## src/rtl/crcfpr_pkg.sv

```systemverilog
`timescale 1ns / 1ps
`default_nettype none
// ----------------------------------------------------------------------------
// crcfpr_pkg
// Types and constants shared by the framed packet receiver modules.
// ----------------------------------------------------------------------------
package crcfpr_pkg;

  // Frame markers and CRC-16/Modbus constants
  localparam logic [7:0]  START_MARK     = 8'hAA;
  localparam logic [7:0]  END_MARK       = 8'h55;
  localparam logic [15:0] CRC_POLY       = 16'hA001;
  localparam logic [15:0] CRC_INIT       = 16'hFFFF;
  localparam int          FRAME_OVERHEAD = 7;

  // Byte position counter, saturating
  localparam int          POS_W   = 17;
  localparam logic [POS_W-1:0] POS_MAX = {POS_W{1'b1}};

  // Header byte positions
  localparam logic [POS_W-1:0] POS_START   = 17'd0;
  localparam logic [POS_W-1:0] POS_LEN_HI  = 17'd1;
  localparam logic [POS_W-1:0] POS_LEN_LO  = 17'd2;
  localparam logic [POS_W-1:0] POS_COMMAND = 17'd3;
  localparam logic [POS_W-1:0] POS_PAYLOAD = 17'd4;

  // Result kinds
  localparam logic KIND_PAYLOAD = 1'b0;
  localparam logic KIND_VERDICT = 1'b1;

  // Verdict codes
  localparam logic [1:0] VERDICT_GOOD    = 2'd0;
  localparam logic [1:0] VERDICT_FRAMING = 2'd1;
  localparam logic [1:0] VERDICT_LENGTH  = 2'd2;
  localparam logic [1:0] VERDICT_CRC     = 2'd3;

  // Input beat
  typedef struct packed {
    logic [7:0] rx_byte;
    logic       buffer_end;
  } rx_beat_t;

  // Result beat
  typedef struct packed {
    logic        result_kind;
    logic [7:0]  command;
    logic [7:0]  payload_byte;
    logic [15:0] payload_index;
    logic [15:0] payload_length;
    logic [1:0]  verdict;
  } result_t;

  // Parser status toward the pipeline control
  typedef struct packed {
    logic    hit;
    result_t result;
  } parse_out_t;

endpackage
`default_nettype wire

```

## src/rtl/crcfpr_crc16.sv

```systemverilog
`timescale 1ns / 1ps
`default_nettype none
// ----------------------------------------------------------------------------
// crcfpr_crc16
// One-byte CRC-16/Modbus update, reflected, eight bit steps unrolled.
// ----------------------------------------------------------------------------
module crcfpr_crc16 (
  input  wire logic [15:0] crc_in,
  input  wire logic [7:0]  data,
  output logic      [15:0] crc_out
);

  // Bit-serial LFSR steps, LSB first
  always_comb begin
    logic [15:0] c;
    c = crc_in ^ {8'h00, data};
    for (int k = 0; k < 8; k++) begin
      if (c[0]) begin
        c = (c >> 1) ^ crcfpr_pkg::CRC_POLY;
      end else begin
        c = c >> 1;
      end
    end
    crc_out = c;
  end

endmodule
`default_nettype wire

```

## src/rtl/crcfpr_parser.sv

```systemverilog
`timescale 1ns / 1ps
`default_nettype none
// ----------------------------------------------------------------------------
// crcfpr_parser
// Frame parse state and per-byte decode: header capture, CRC accumulation,
// payload emit and end-of-buffer verdict.
// ----------------------------------------------------------------------------
module crcfpr_parser (
  input  wire logic                   clk,
  input  wire logic                   rst,
  input  wire logic                   step,
  input  wire crcfpr_pkg::rx_beat_t   beat,
  output crcfpr_pkg::parse_out_t      status
);

  localparam int POS_W = crcfpr_pkg::POS_W;

  logic [POS_W-1:0] byte_position;
  logic             start_good;
  logic [15:0]      header_length;
  logic [7:0]       frame_command;
  logic [15:0]      running_crc;
  logic [15:0]      received_crc;

  logic             start_good_next;
  logic [15:0]      header_length_next;
  logic [7:0]       frame_command_next;
  logic [15:0]      running_crc_next;
  logic [15:0]      received_crc_next;
  logic [POS_W-1:0] byte_position_next;

  logic [15:0]      crc_folded;
  logic [POS_W-1:0] pay_off;
  logic             is_payload;
  logic [POS_W:0]   total;
  logic [POS_W:0]   expect_total;
  logic [1:0]       verdict;

  crcfpr_crc16 u_crc (
    .crc_in  (running_crc),
    .data    (beat.rx_byte),
    .crc_out (crc_folded)
  );

  // Field capture by byte position
  always_comb begin
    start_good_next    = start_good;
    header_length_next = header_length;
    frame_command_next = frame_command;
    running_crc_next   = running_crc;
    received_crc_next  = {received_crc[7:0], beat.rx_byte};
    pay_off            = byte_position - crcfpr_pkg::POS_PAYLOAD;
    is_payload         = 1'b0;
    if (byte_position == crcfpr_pkg::POS_START) begin
      start_good_next = (beat.rx_byte == crcfpr_pkg::START_MARK);
    end else if (byte_position == crcfpr_pkg::POS_LEN_HI) begin
      header_length_next = {beat.rx_byte, header_length[7:0]};
      running_crc_next   = crc_folded;
    end else if (byte_position == crcfpr_pkg::POS_LEN_LO) begin
      header_length_next = {header_length[15:8], beat.rx_byte};
      running_crc_next   = crc_folded;
    end else if (byte_position == crcfpr_pkg::POS_COMMAND) begin
      frame_command_next = beat.rx_byte;
      running_crc_next   = crc_folded;
    end else if (pay_off < {1'b0, header_length}) begin
      running_crc_next = crc_folded;
      is_payload       = 1'b1;
    end
  end

  // Verdict on the buffer's last byte
  always_comb begin
    total        = {1'b0, byte_position} + 18'd1;
    expect_total = 18'(crcfpr_pkg::FRAME_OVERHEAD) + {2'b00, header_length_next};
    if (total < 18'(crcfpr_pkg::FRAME_OVERHEAD) || !start_good_next ||
        beat.rx_byte != crcfpr_pkg::END_MARK) begin
      verdict = crcfpr_pkg::VERDICT_FRAMING;
    end else if (total != expect_total) begin
      verdict = crcfpr_pkg::VERDICT_LENGTH;
    end else if (received_crc != running_crc_next) begin
      verdict = crcfpr_pkg::VERDICT_CRC;
    end else begin
      verdict = crcfpr_pkg::VERDICT_GOOD;
    end
  end

  // Result beat
  always_comb begin
    status.hit                   = beat.buffer_end || is_payload;
    status.result.command        = frame_command_next;
    status.result.payload_length = header_length_next;
    if (beat.buffer_end) begin
      status.result.result_kind   = crcfpr_pkg::KIND_VERDICT;
      status.result.payload_byte  = 8'h00;
      status.result.payload_index = 16'h0000;
      status.result.verdict       = verdict;
    end else begin
      status.result.result_kind   = crcfpr_pkg::KIND_PAYLOAD;
      status.result.payload_byte  = beat.rx_byte;
      status.result.payload_index = pay_off[15:0];
      status.result.verdict       = crcfpr_pkg::VERDICT_GOOD;
    end
  end

  // Saturating position count
  assign byte_position_next = (byte_position == crcfpr_pkg::POS_MAX) ?
                              byte_position : byte_position + 17'd1;

  // State update; the last byte returns everything to reset values
  always_ff @(posedge clk) begin
    if (rst || (step && beat.buffer_end)) begin
      byte_position <= '0;
      start_good    <= 1'b0;
      header_length <= 16'h0000;
      frame_command <= 8'h00;
      running_crc   <= crcfpr_pkg::CRC_INIT;
      received_crc  <= 16'h0000;
    end else if (step) begin
      byte_position <= byte_position_next;
      start_good    <= start_good_next;
      header_length <= header_length_next;
      frame_command <= frame_command_next;
      running_crc   <= running_crc_next;
      received_crc  <= received_crc_next;
    end
  end

endmodule
`default_nettype wire

```

## src/rtl/crc_framed_packet_receiver.sv

```systemverilog
`timescale 1ns / 1ps
`default_nettype none
// Data path: a byte accepted into the input register is parsed combinationally
// into the result register, from which its result beat is taken.
// Throughput: one byte per cycle, set by the combinational parse step between
// the two registers; stalls only while the result register is held.
// Reset: synchronous; parse state returns to start of buffer, CRC to 0xFFFF.
// ----------------------------------------------------------------------------
// crc_framed_packet_receiver
// Deframes 0xAA/length/command/payload/CRC-16 Modbus/0x55 receive buffers,
// streaming payload bytes and giving one verdict per buffer.
// ----------------------------------------------------------------------------
module crc_framed_packet_receiver (
  input  wire logic                 clk,
  input  wire logic                 rst,
  input  wire logic                 rx_valid,
  output logic                      rx_ready,
  input  wire crcfpr_pkg::rx_beat_t rx_data,
  output logic                      res_valid,
  input  wire logic                 res_ready,
  output crcfpr_pkg::result_t       res_data
);

  logic                   in_valid;
  crcfpr_pkg::rx_beat_t   in_beat;
  logic                   advance;
  crcfpr_pkg::parse_out_t status;

  // Parse when a beat is held and the result slot is empty or being taken
  assign advance  = in_valid && (!res_valid || res_ready);
  assign rx_ready = !in_valid || advance;

  // Input register
  always_ff @(posedge clk) begin
    if (rst) begin
      in_valid <= 1'b0;
    end else if (rx_ready) begin
      in_valid <= rx_valid;
    end
  end

  always_ff @(posedge clk) begin
    if (rx_valid && rx_ready) begin
      in_beat <= rx_data;
    end
  end

  crcfpr_parser u_parser (
    .clk    (clk),
    .rst    (rst),
    .step   (advance),
    .beat   (in_beat),
    .status (status)
  );

  // Result register
  always_ff @(posedge clk) begin
    if (rst) begin
      res_valid <= 1'b0;
    end else if (advance) begin
      res_valid <= status.hit;
    end else if (res_ready) begin
      res_valid <= 1'b0;
    end
  end

  always_ff @(posedge clk) begin
    if (advance && status.hit) begin
      res_data <= status.result;
    end
  end

  // Checks
  a_verdict_clean: assert property (@(posedge clk) disable iff (rst)
    res_valid && res_data.result_kind == crcfpr_pkg::KIND_VERDICT |->
      res_data.payload_byte == 8'h00 && res_data.payload_index == 16'h0000)
    else $error("verdict beat carries payload fields");

  a_payload_in_range: assert property (@(posedge clk) disable iff (rst)
    res_valid && res_data.result_kind == crcfpr_pkg::KIND_PAYLOAD |->
      res_data.payload_index < res_data.payload_length &&
      res_data.verdict == crcfpr_pkg::VERDICT_GOOD)
    else $error("payload beat outside header length");

  a_empty_takes: assert property (@(posedge clk) disable iff (rst)
    !in_valid |-> rx_ready)
    else $error("empty input register refuses a beat");

  a_no_drop: assert property (@(posedge clk) disable iff (rst)
    res_valid && !res_ready |=> res_valid)
    else $error("held result dropped");

endmodule
`default_nettype wire

```

## config.mk

```make
export PLATFORM = sky130hd
export DESIGN_NAME = crc_framed_packet_receiver
export DESIGN_NICKNAME = d
export VERILOG_FILES = /design/src/rtl/crcfpr_pkg.sv /design/src/rtl/crcfpr_crc16.sv /design/src/rtl/crcfpr_parser.sv /design/src/rtl/crc_framed_packet_receiver.sv
export SDC_FILE = /design/constraint.sdc
export NUM_CORES = 1
export LEC_CHECK = 0
export ABC_AREA = 1
export BUFFER_PORTS_ARGS = -buffer_cell sky130_fd_sc_hd__buf_2
export CORE_ASPECT_RATIO = 0.75
export CORE_MARGIN = 2
export CORE_UTILIZATION = 50
export CTS_CLUSTER_DIAMETER = 120
export DETAILED_ROUTE_END_ITERATION = 12
export GPL_ROUTABILITY_DRIVEN = 0
export PLACE_DENSITY = 0.77
export SYNTH_ARGS = -nofsm -noshare
export SYNTH_HDL_FRONTEND = slang
export SYNTH_SLANG_ARGS = --single-unit
export TNS_END_PERCENT = 100
```

## constraint.sdc

```tcl
create_clock -name clk -period 4.35 [get_ports clk]
set_input_delay 0.435 -clock clk [delete_from_list [all_inputs] [get_ports clk]]
set_output_delay 0.435 -clock clk [all_outputs]
set_load 0.1 [all_outputs]
```

-- Word level (Yosys, flattened, before mapping)
Cells that the tools add are included.
- bits in registers: 136
- input bits: 13
- output and inout bits: 53
- word-level logic and storage cells: 91
- add/subtract/negate cells: 4
- magnitude comparators: 2
- equality and inequality tests: 8
- mux-type cells: 32
- bitwise gates (word level): 11
- reduce and logical (&&, ||, !) cells: 17
- operators with widths (kind ; count):
    16-bit two-way mux ; 15
    8-bit two-way mux ; 5
    17-bit by 2-bit equality test with 1-bit output, second input constant ; 2
    2-bit NOT with 3-bit output ; 8
    17-bit by 1-bit adder with 18-bit output, second input constant ; 1
    18-bit by 3-bit less-than comparator with 1-bit output, second input constant ; 1
    18-bit inequality test ; 1
    17-bit by 1-bit adder with 17-bit output, second input constant ; 1
    3-bit by 16-bit adder with 17-bit output, first input constant ; 1
    17-bit by 1-bit equality test with 1-bit output, second input constant ; 1
    17-bit equality test, second input constant ; 1
    17-bit logical NOT ; 1
    17-bit by 16-bit less-than comparator with 1-bit output ; 1
    17-bit by 3-bit subtractor with 17-bit output, second input constant ; 1
    16-bit inequality test ; 1
    16-bit by 8-bit XOR with 16-bit output ; 1
    1-bit two-way mux ; 10
    8-bit equality test, second input constant ; 1
    8-bit by 7-bit inequality test with 1-bit output, second input constant ; 1
    1-bit logical OR ; 6
    1-bit logical AND ; 4
    2-bit two-way mux ; 2
    1-bit logical NOT ; 3
    1-bit NOT ; 2
    3 further kinds ; 3

-- Depth between registers and ports, before layout
Gate-level depths: netlist (run 1).
- depth after elaboration: 26
- depth in mapped cells: 32
- mapped depth without buffers: 31

-- Cells and area by module
From an unflattened synthesis (run 1), not the netlist that was laid out.
- cell total of the unflattened synthesis: 1150
- area total of the unflattened synthesis: 8349.3 sq um
- modules (own cells, without submodules) (module ; instances ; cells an instance ; area each (sq um) ; seq. area each (sq um)):
    crcfpr_parser ; 1 ; 1004 ; 5984.5 ; 1481.4
    crc_framed_packet_receiver ; 1 ; 78 ; 1906.8 ; 1841.8
    crcfpr_crc16 ; 1 ; 68 ; 457.9 ; 0.0

-- Least setup slack after synthesis (run 1)
No wires, ideal clock.
- path kind: flip-flop to flip-flop
- from: register u_parser.byte_position[2]
- to: register res_data[0] (netlist name) (enable)
- library setup time: 0.410 ns
- arrival: 3.350 ns
- data required time: 3.940 ns
- path slack: 0.590 ns
- cell stages (with the launch flop): 20
- buffers on the path: 0
- clock period less this slack: 3.760 ns
- path through: dfxtp_1 inv_1 ha_1 inv_1 nor2_1 inv_1 nor2_1 inv_1 nor2_1 nand4_1 xor2_1 inv_1 ha_1 a21oi_1 nand2_1 nand2_1 nand2_1 nor2_1 nand4_1 nand2_1
- longest elaborated chain between the ends: 9
- elaborated cells between the ends (all ways): 13
- classes of those cells: 1 x add/sub; 1 x order compare; 3 x eq/ne; 5 x mux; 3 x reduce/logical
- ends and longest elaborated chain (what ; RTL line ; text):
    from (decl) ; crcfpr_parser.sv:18 ; logic [POS_W-1:0] byte_position;
    from (signal assigned) ; crcfpr_parser.sv:119 ; byte_position <= byte_position_next;
    17-bit by 3-bit subtractor with 17-bit output ; crcfpr_parser.sv:52 ; pay_off = byte_position - crcfpr_pkg::POS_PAYLOAD;
    via u_parser.pay_off[2] ; crcfpr_parser.sv:33 ; logic [POS_W-1:0] pay_off;
    17-bit by 16-bit less-than comparator with 1-bit output ; crcfpr_parser.sv:65 ; end else if (pay_off < {1'b0, header_length}) begin
    1-bit two-way mux ; crcfpr_parser.sv:65 ;
    1-bit two-way mux ; crcfpr_parser.sv:62 ; end else if (byte_position == crcfpr_pkg::POS_COMMAND) begin
    1-bit two-way mux ; crcfpr_parser.sv:59 ; end else if (byte_position == crcfpr_pkg::POS_LEN_LO) begin
    1-bit two-way mux ; crcfpr_parser.sv:56 ; end else if (byte_position == crcfpr_pkg::POS_LEN_HI) begin
    1-bit two-way mux ; crcfpr_parser.sv:54 ; if (byte_position == crcfpr_pkg::POS_START) begin
    1-bit logical OR ; crcfpr_parser.sv:89 ; status.hit = beat.buffer_end || is_payload;
    1-bit logical AND ; crc_framed_packet_receiver.sv:68 ; if (advance && status.hit) begin
    to (signal assigned) ; crc_framed_packet_receiver.sv:69 ; res_data <= status.result;
    to (decl) ; crc_framed_packet_receiver.sv:21 ; output crcfpr_pkg::result_t res_data
The timed path passes the listed nets, and every way through them passes these cells.
A chain may end at the register's enable or synchronous reset.

-- Worst setup path after layout (run 1)
- from: register u_parser.byte_position[0]
- to: register res_data[1] (netlist name), data pin
- elaborated cells between the ends (all ways): 26
- classes of those cells: 3 x add/sub; 2 x order compare; 5 x eq/ne; 11 x mux; 5 x reduce/logical
- RTL lines (what ; RTL line ; text):
    17-bit by 1-bit adder with 18-bit output (*) ; crcfpr_parser.sv:73 ; total = {1'b0, byte_position} + 18'd1;
    via u_parser.total[0] ; crcfpr_parser.sv:35 ; logic [POS_W:0] total;
    18-bit by 3-bit less-than comparator with 1-bit output ; crcfpr_parser.sv:75 ; if (total < 18'(crcfpr_pkg::FRAME_OVERHEAD) || !start_good_next ||
    1-bit logical OR (2 in a row) ; crcfpr_parser.sv:75 ;
    2-bit OR reduction (no source line) ; -- ;
The timed path passes the listed nets; every way through them passes the cells marked *.

==> key figures, run 1 <==
Job
  – Max Cap Viol: 0

Clock network
  – Setup Buffers After CTS: 0
  – CTS clock-pin slew for the worst setup and hold paths: 0.06 ns
  – Clk sinks: 136
  – Clk root buf: clkbuf_16
  – CTS max path bufs: 2
  – Latest clock arrival within the worst-skew pair: 0.43 ns
  – H-Tree Depth: 4
  – CTS tree: built
  – Num CTS Buffers: 17

GRT
  – Vias in the first global route: 6,898
  – Overflow after GRT: 0
  – GR Util All Layers: 0.260
  – Initial antenna violation count: 0
  – First-pass GRT wire length: 35.8 mm
  – Largest net degree at the start of global routing: 60

Power and ir drop
  – Static Leak: 4.44 nW
  – Max VDD drop: 0.315 mV
  – Power Density: 509 mW/mm^2

Floorplan
  – Core Rows: 40
  – I/O pins: 66
  – Initial Util: 0.512
  – Core area: 0.0161 sq mm
  – Die height: 115 microns
  – Die area: 0.0175 sq mm
  – Die X: 152 microns

Logic synthesis
  – Top post-synthesis cells by area: edfxtp_1 22%, dfxtp_1 18%, nand2_1 14%
  – Syn. warnings: 0
  – Proportion of synthesized area in mux cells: 0
  – Main synth FF type: dfxtp_1
  – Syn Inst Count: 1,121
  – Post-Synth Simple-Gate Area: 0.304
  – Syn Nets: 1,158
  – Post-synth ARST share: 0
  – Sequential element share of the synthesized area: 0.404
  – FF+latch count, synth: 136
  – Most frequent cells after synthesis: 298 x nand2_1, 161 x inv_1, 92 x nand3_1, 88 x nor2_1, 76 x dfxtp_1
  – Post-synthesis adder-cell area fraction: 0.0365
  – Compound-cell area share of the yosys netlist: 0.125
  – Yosys top cell area share: 0.219
  – Post-Syn Area per Cell: 7.34 sq um
  – Largest family of logic cells by synthesized area: simple AND/OR/NAND/NOR gates
  – EDFF count, synth: 60
  – Synth area leader: edfxtp_1
  – Library cells used by synthesis: 42
  – Post-Synth XOR/XNOR Area: 0.0330
  – Most frequent cell after synthesis: nand2_1
  – Post-Syn Area: 0.00823 sq mm

STA
  – Fmax: 248 MHz
  – Measured slew at the worst slew-check pin: 0.933 ns
  – Crit share post-route: 0.927
  – Final hold viol count: 0
  – Unrepaired setup endpoints after global routing: no
  – Max Slew Vio Count: 0
  – Clock Skew: 0.0123 ns
  – Final min period: 4.03 ns
  – Setup TNS: 0 ns
  – Worst slew margin: 0.377
  – # setup viols final: 0

Cells and area
  – Post-route cell area: 0.00940 sq mm
  – Layout cell share with drive strength beyond 1: 0.137
  – Fillers: 1,428
  – Final-stage net count: 1,214
  – Area Growth Syn to Fin: 14.2%
  – N_diodes: 0

Worst setup path
  – Crit start category: flip-flop
  – Most frequent CP cell: nor2_1
  – CP Class: reg2reg
  – Max Fanout on Critical Path: 7
  – Max incr delay on CP: 0.41 ns
  – Critical-path top delay cell: dfxtp_1
  – CP delay by family, top: simple AND/OR/NAND/NOR gates
  – Internal reg-to-reg setup slack: 0.32 ns
  – Crit-path cells: inv_1, ha_1, nor2_1, nand4_4, o21ai_1, inv_2, ha_1, xnor2_1, a31oi_1, nand3_1, nor2_1, o21ai_0, nor2_1, nand3b_1, nor3_1, nand4_1, nor2_1, nor2_1
  – Worst Path Buf+Inv: 2
  – Crit path DAT: 4.22 ns
  – CP Capture Type: flip-flop
  – CP required: 4.54 ns

Route
  – Overall routed net length: 22.5 mm
  – Via density: 5.50
  – Final ANT Viol Nets: 0
  – DRT Pass-1 Iters: 5
  – Vias: 7,699
  – Routed wire per std cell: 16.1 microns
  – Initial DRC Count: 1,024
  – Residual DRC: 0

Run status
  – Status: complete, no violations

Worst hold path
  – Hold Path Class: in2reg

Place
  – DP HPWL: 15.6 mm
  – Number of port buffers: 65
  – Placed Area: 0.00873 sq mm
-- layer usage --
layer  GRT usage  share of wire  vias to the layer above
li1            -              -                     3750
met1       0.372           0.46                     3533
met2       0.383           0.41                      380
met3      0.0758           0.11                       36
met4      0.0791          0.017                        0
met5           0              0                        -
-- per-stage QoR --
| stage | cells | hold WS, ns | utilization | total power (W) | setup slack [ns] |
|---|---|---|---|---|---|
| floorplan | 1121 | 0.424 | - | 0.00285 | 0.590 |
| global placement | 1368 | 0.470 | 0.544 | 0.00313 | 0.454 |
| detailed placement | 1368 | 0.478 | 0.544 | 0.00316 | 0.299 |
| CTS | 1400 | 0.174 | 0.584 | 0.00474 | 0.287 |
| global route | 1400 | 0.169 | 0.585 | 0.00501 | 0.0363 |
| finish | 1400 | 0.183 | 0.585 | 0.00478 | 0.320 |
-- area by class of cell --
cell class	count	area, sq um	share of cell area
multi-input cells	779	4120	0.438
repair buffers	74	417	0.0443
well taps	210	263	0.0280
clock inverters	14	193	0.0205
inverters	169	634	0.0675
clock buffers	18	450	0.0479
flip-flops and latches	136	3320	0.354
-- logic make-up (layout without fill, tap and decap cells) --
logic type / after synthesis / in the layout
and+or+nand+nor: 549 / 549
buffers and inverters: 206 / 275
AOI/OAI and AO/OA: 175 / 175
DFF: 136 / 136
xor gates and xnor gates: 31 / 31
adders and majority gates: 24 / 24
-- state kept, by name, summed over array words and instances, names as in the netlist --
register	flops
in_beat	9
res_valid	1
u_parser.byte_position	17
u_parser.frame_command	8
u_parser.received_crc	16
u_parser.running_crc	16
res_data	51
in_valid	1
u_parser.header_length	16
u_parser.start_good	1
-- worst paths after layout --
| path | endpoint | start | depth (start not counted) |
|---|---|---|---|
| setup / recovery | res_data[1] | u_parser.byte_position[0] | 18 |
| hold / removal | in_valid | rst | 2 |
| setup reg to reg | res_data[1] | u_parser.byte_position[0] | 18 |
| hold reg to reg | u_parser.received_crc[8] | u_parser.received_crc[8] | 2 |
-- power breakdown --
group / switching, W / internal [W] / leakage (nW)
Combinational: 0.00125 / 0.000404 / 2.94
Clock: 0.000584 / 0.000996 / 0.308
Sequential: 0.0000754 / 0.00148 / 1.20
Total: 0.00191 / 0.00288 / 4.44
-- cell usage in the layout (no fill, tap or decap), types with 7 or more instances in the layout --
| cell type | Yosys | final |
|---|---|---|
| o21ai_0 | 68 | 68 |
| clkbuf_16 | 0 | 18 |
| nand2_1 | 298 | 294 |
| a21oi_1 | 71 | 71 |
| nand3b_1 | 10 | 10 |
| edfxtp_1 | 60 | 60 |
| nor2_4 | 7 | 7 |
| nand2_2 | 10 | 14 |
| xor2_1 | 22 | 22 |
| dfxtp_1 | 76 | 76 |
| nand3_1 | 92 | 92 |
| inv_1 | 161 | 159 |
| nor2_1 | 88 | 85 |
| nor3_1 | 8 | 8 |
| nand4_1 | 14 | 14 |
| o21ai_4 | 7 | 7 |
| ha_1 | 24 | 24 |
| buf_2 | 4 | 65 |
| o211ai_1 | 11 | 11 |
| xnor2_1 | 9 | 9 |
-- what timing repair did --
action / CTS / global route
endpoints found under the setup margin: 0 / 2
hold endpoints to repair: 0 / 0
hold buffers: 0 / 0
resized for setup: 0 / 9
No activity file was read; power rests on OpenSTA's default activity.
==> run 2: changes to the inputs <==
clock period = 5.2 ns   (was 4.35 ns; I/O delays follow)
==> run 2 against run 1 <==
  * Final cell count fell by 0.21%
  * Critical path depth rose by 11
  * Core utilization fell by 0.62 points
  * Register-to-register slack improved by 0.22 ns
  * Routed wire length fell by 3.2%
  * Total power fell by 20%
  * Critical path type unchanged
==> key figures, run 2 (same netlist as run 1, synthesis figures left out) <==
Worst hold path
  – Hold Path Stages: 2
  – Hold EP: in_valid
  – Hold Path Class: in2reg
  – Worst Min Path Start: rst

Power and ir drop
  – Static Leak: 4.40 nW
  – Total power: 0.00385 W
  – Power Density: 414 mW/mm^2
  – Max VDD drop: 0.242 mV

Cells and area
  – N_diodes: 0
  – Reg with most FFs: res_data
  – Top flop regs: res_data: 51 flops, u_parser.byte_position: 17 flops
  – Layout cell share with drive strength beyond 1: 0.127
  – Max reg flops: 51
  – Most common cell after layout, fill and taps aside: nand2_1
  – Area Growth Syn to Fin: 13.0%
  – Final-stage net count: 1,211
  – Most frequent cells in the layout: 295 x nand2_1, 161 x inv_1, 92 x nand3_1

Route
  – M1 WL: 10.2 mm
  – Top Metal Used: met4
  – DR WL met3: 2.44 mm
  – Residual DRC: 0
  – Met2 routed wirelength: 8.85 mm
  – Routed wire per std cell: 15.6 microns
  – Overall routed net length: 21.8 mm
  – DRT Pass-1 Iters: 6
  – Vias: 7,628
  – Initial DRC Count: 917
  – Via density: 5.46
  – Final ANT Viol Nets: 0

Worst setup path
  – CP required: 5.38 ns
  – Internal reg-to-reg setup slack: 0.54 ns
  – Critical-path top delay cell: nand2_1
  – Crit start category: flip-flop
  – Worst reg2reg path endpoint: res_data[1]
  – CP Capture Type: flip-flop
  – Max Fanout on Critical Path: 23
  – Register-to-Register Path Depth: 29
  – Max incr delay on CP: 0.53 ns
  – Crit path DAT: 4.84 ns
  – CP Class: reg2reg
  – CP delay by family, top: simple AND/OR/NAND/NOR gates
  – R2r startpoint: u_parser.byte_position[2]
  – Most frequent CP cell: nand2_1
  – Worst Path Buf+Inv: 6

Clock network
  – Hold_buf cts: 0
  – CTS max path bufs: 2
  – Latest clock arrival within the worst-skew pair: 0.43 ns
  – CTS clock-pin slew for the worst setup and hold paths: 0.06 ns
  – CTS tree: built
  – Clk root buf: clkbuf_16
  – Clk sinks: 136
  – Num CTS Buffers: 17
  – Post-CTS sizing: 0
  – Setup Buffers After CTS: 0
  – H-Tree Depth: 4

STA
  – Setup TNS: 0 ns
  – Clock Skew: 0.00633 ns
  – Worst Slack Setup Final: 0.542 ns
  – Worst slew margin: 0.197
  – Max Slew Vio Count: 0
  – # setup viols final: 0
  – Final min period: 4.66 ns
  – Measured slew at the worst slew-check pin: 1.20 ns
  – Crit share post-route: 0.896
  – Unrepaired setup endpoints after global routing: no
  – Final hold viol count: 0
  – Fmax: 215 MHz

GRT
  – Initial antenna violation count: 0
  – Vias in the first global route: 6,732
  – First-pass GRT wire length: 34.9 mm
  – Largest net degree at the start of global routing: 60
  – Overflow after GRT: 0
  – GR Util All Layers: 0.254

Floorplan
  – Die area: 0.0175 sq mm
  – Core area: 0.0161 sq mm
  – Die X: 152 microns
  – Initial Util: 0.512
  – Die height: 115 microns
  – Core Rows: 40
  – I/O pins: 66

Job
  – Max Cap Viol: 0

Place
  – DP HPWL: 15.5 mm
  – Post-Place Setup Slack: 0.660 ns
  – Number of port buffers: 65

Run status
  – Status: complete, no violations
## run 2: changes by cell type in the layout (fill, tap and decap cells not counted), moves of 2 or more
cell      delta
inv_6        -3
nor2_1       +3
nor2_2       -3
clkbuf_1     +2
clkinv_4     +2
inv_1        +2
inv_2        -2
## run 2: metal layers
metal	GRT usage	up-vias
met4	0.0785	0
met5	0	-
li1	-	3743
met3	0.0565	23
met1	0.375	3489
met2	0.371	373
## run 2: layout make-up
class / instances / area [sq um]
Tap cell: 210 / 263
Sequential cell: 136 / 3320
Timing Repair Buffer: 71 / 383
Fill cell: 1438 / 6770
Clock inverter: 13 / 155
Clock buffer: 19 / 433
Inverter: 169 / 634
Multi-Input combinational cell: 779 / 4110
## run 2: worst max-delay path by stage
stage | startpoint | to | slack [ns] | cells after the start
after floorplan | u_parser.byte_position[2] | res_data[0] | 1.44 | 19
after global placement | u_parser.byte_position[2] | res_data[1] | 0.90 | 29
after detailed placement | u_parser.byte_position[2] | res_data[1] | 0.66 | 31
after CTS | u_parser.byte_position[2] | res_data[1] | 0.63 | 31
after global routing | u_parser.byte_position[2] | res_data[1] | 0.11 | 31
final | u_parser.byte_position[2] | res_data[1] | 0.54 | 29
## run 2: per-stage QoR
stage	std cells	utilization	area [sq um]	hold WS, ns
global route	1397	0.579	9300	0.256
finish	1397	0.579	9300	0.263
global placement	1365	0.542	8710	0.475
CTS	1397	0.579	9300	0.253
detailed placement	1365	0.542	8710	0.473
floorplan	1121	-	8230	0.424
## run 2: where the power goes
group / switching [W] / internal, W / leakage (nW)
Combinational: 0.00102 / 0.000323 / 2.92
Sequential: 0.0000662 / 0.00123 / 1.20
Clock: 0.000461 / 0.000749 / 0.284
Total: 0.00154 / 0.00231 / 4.40
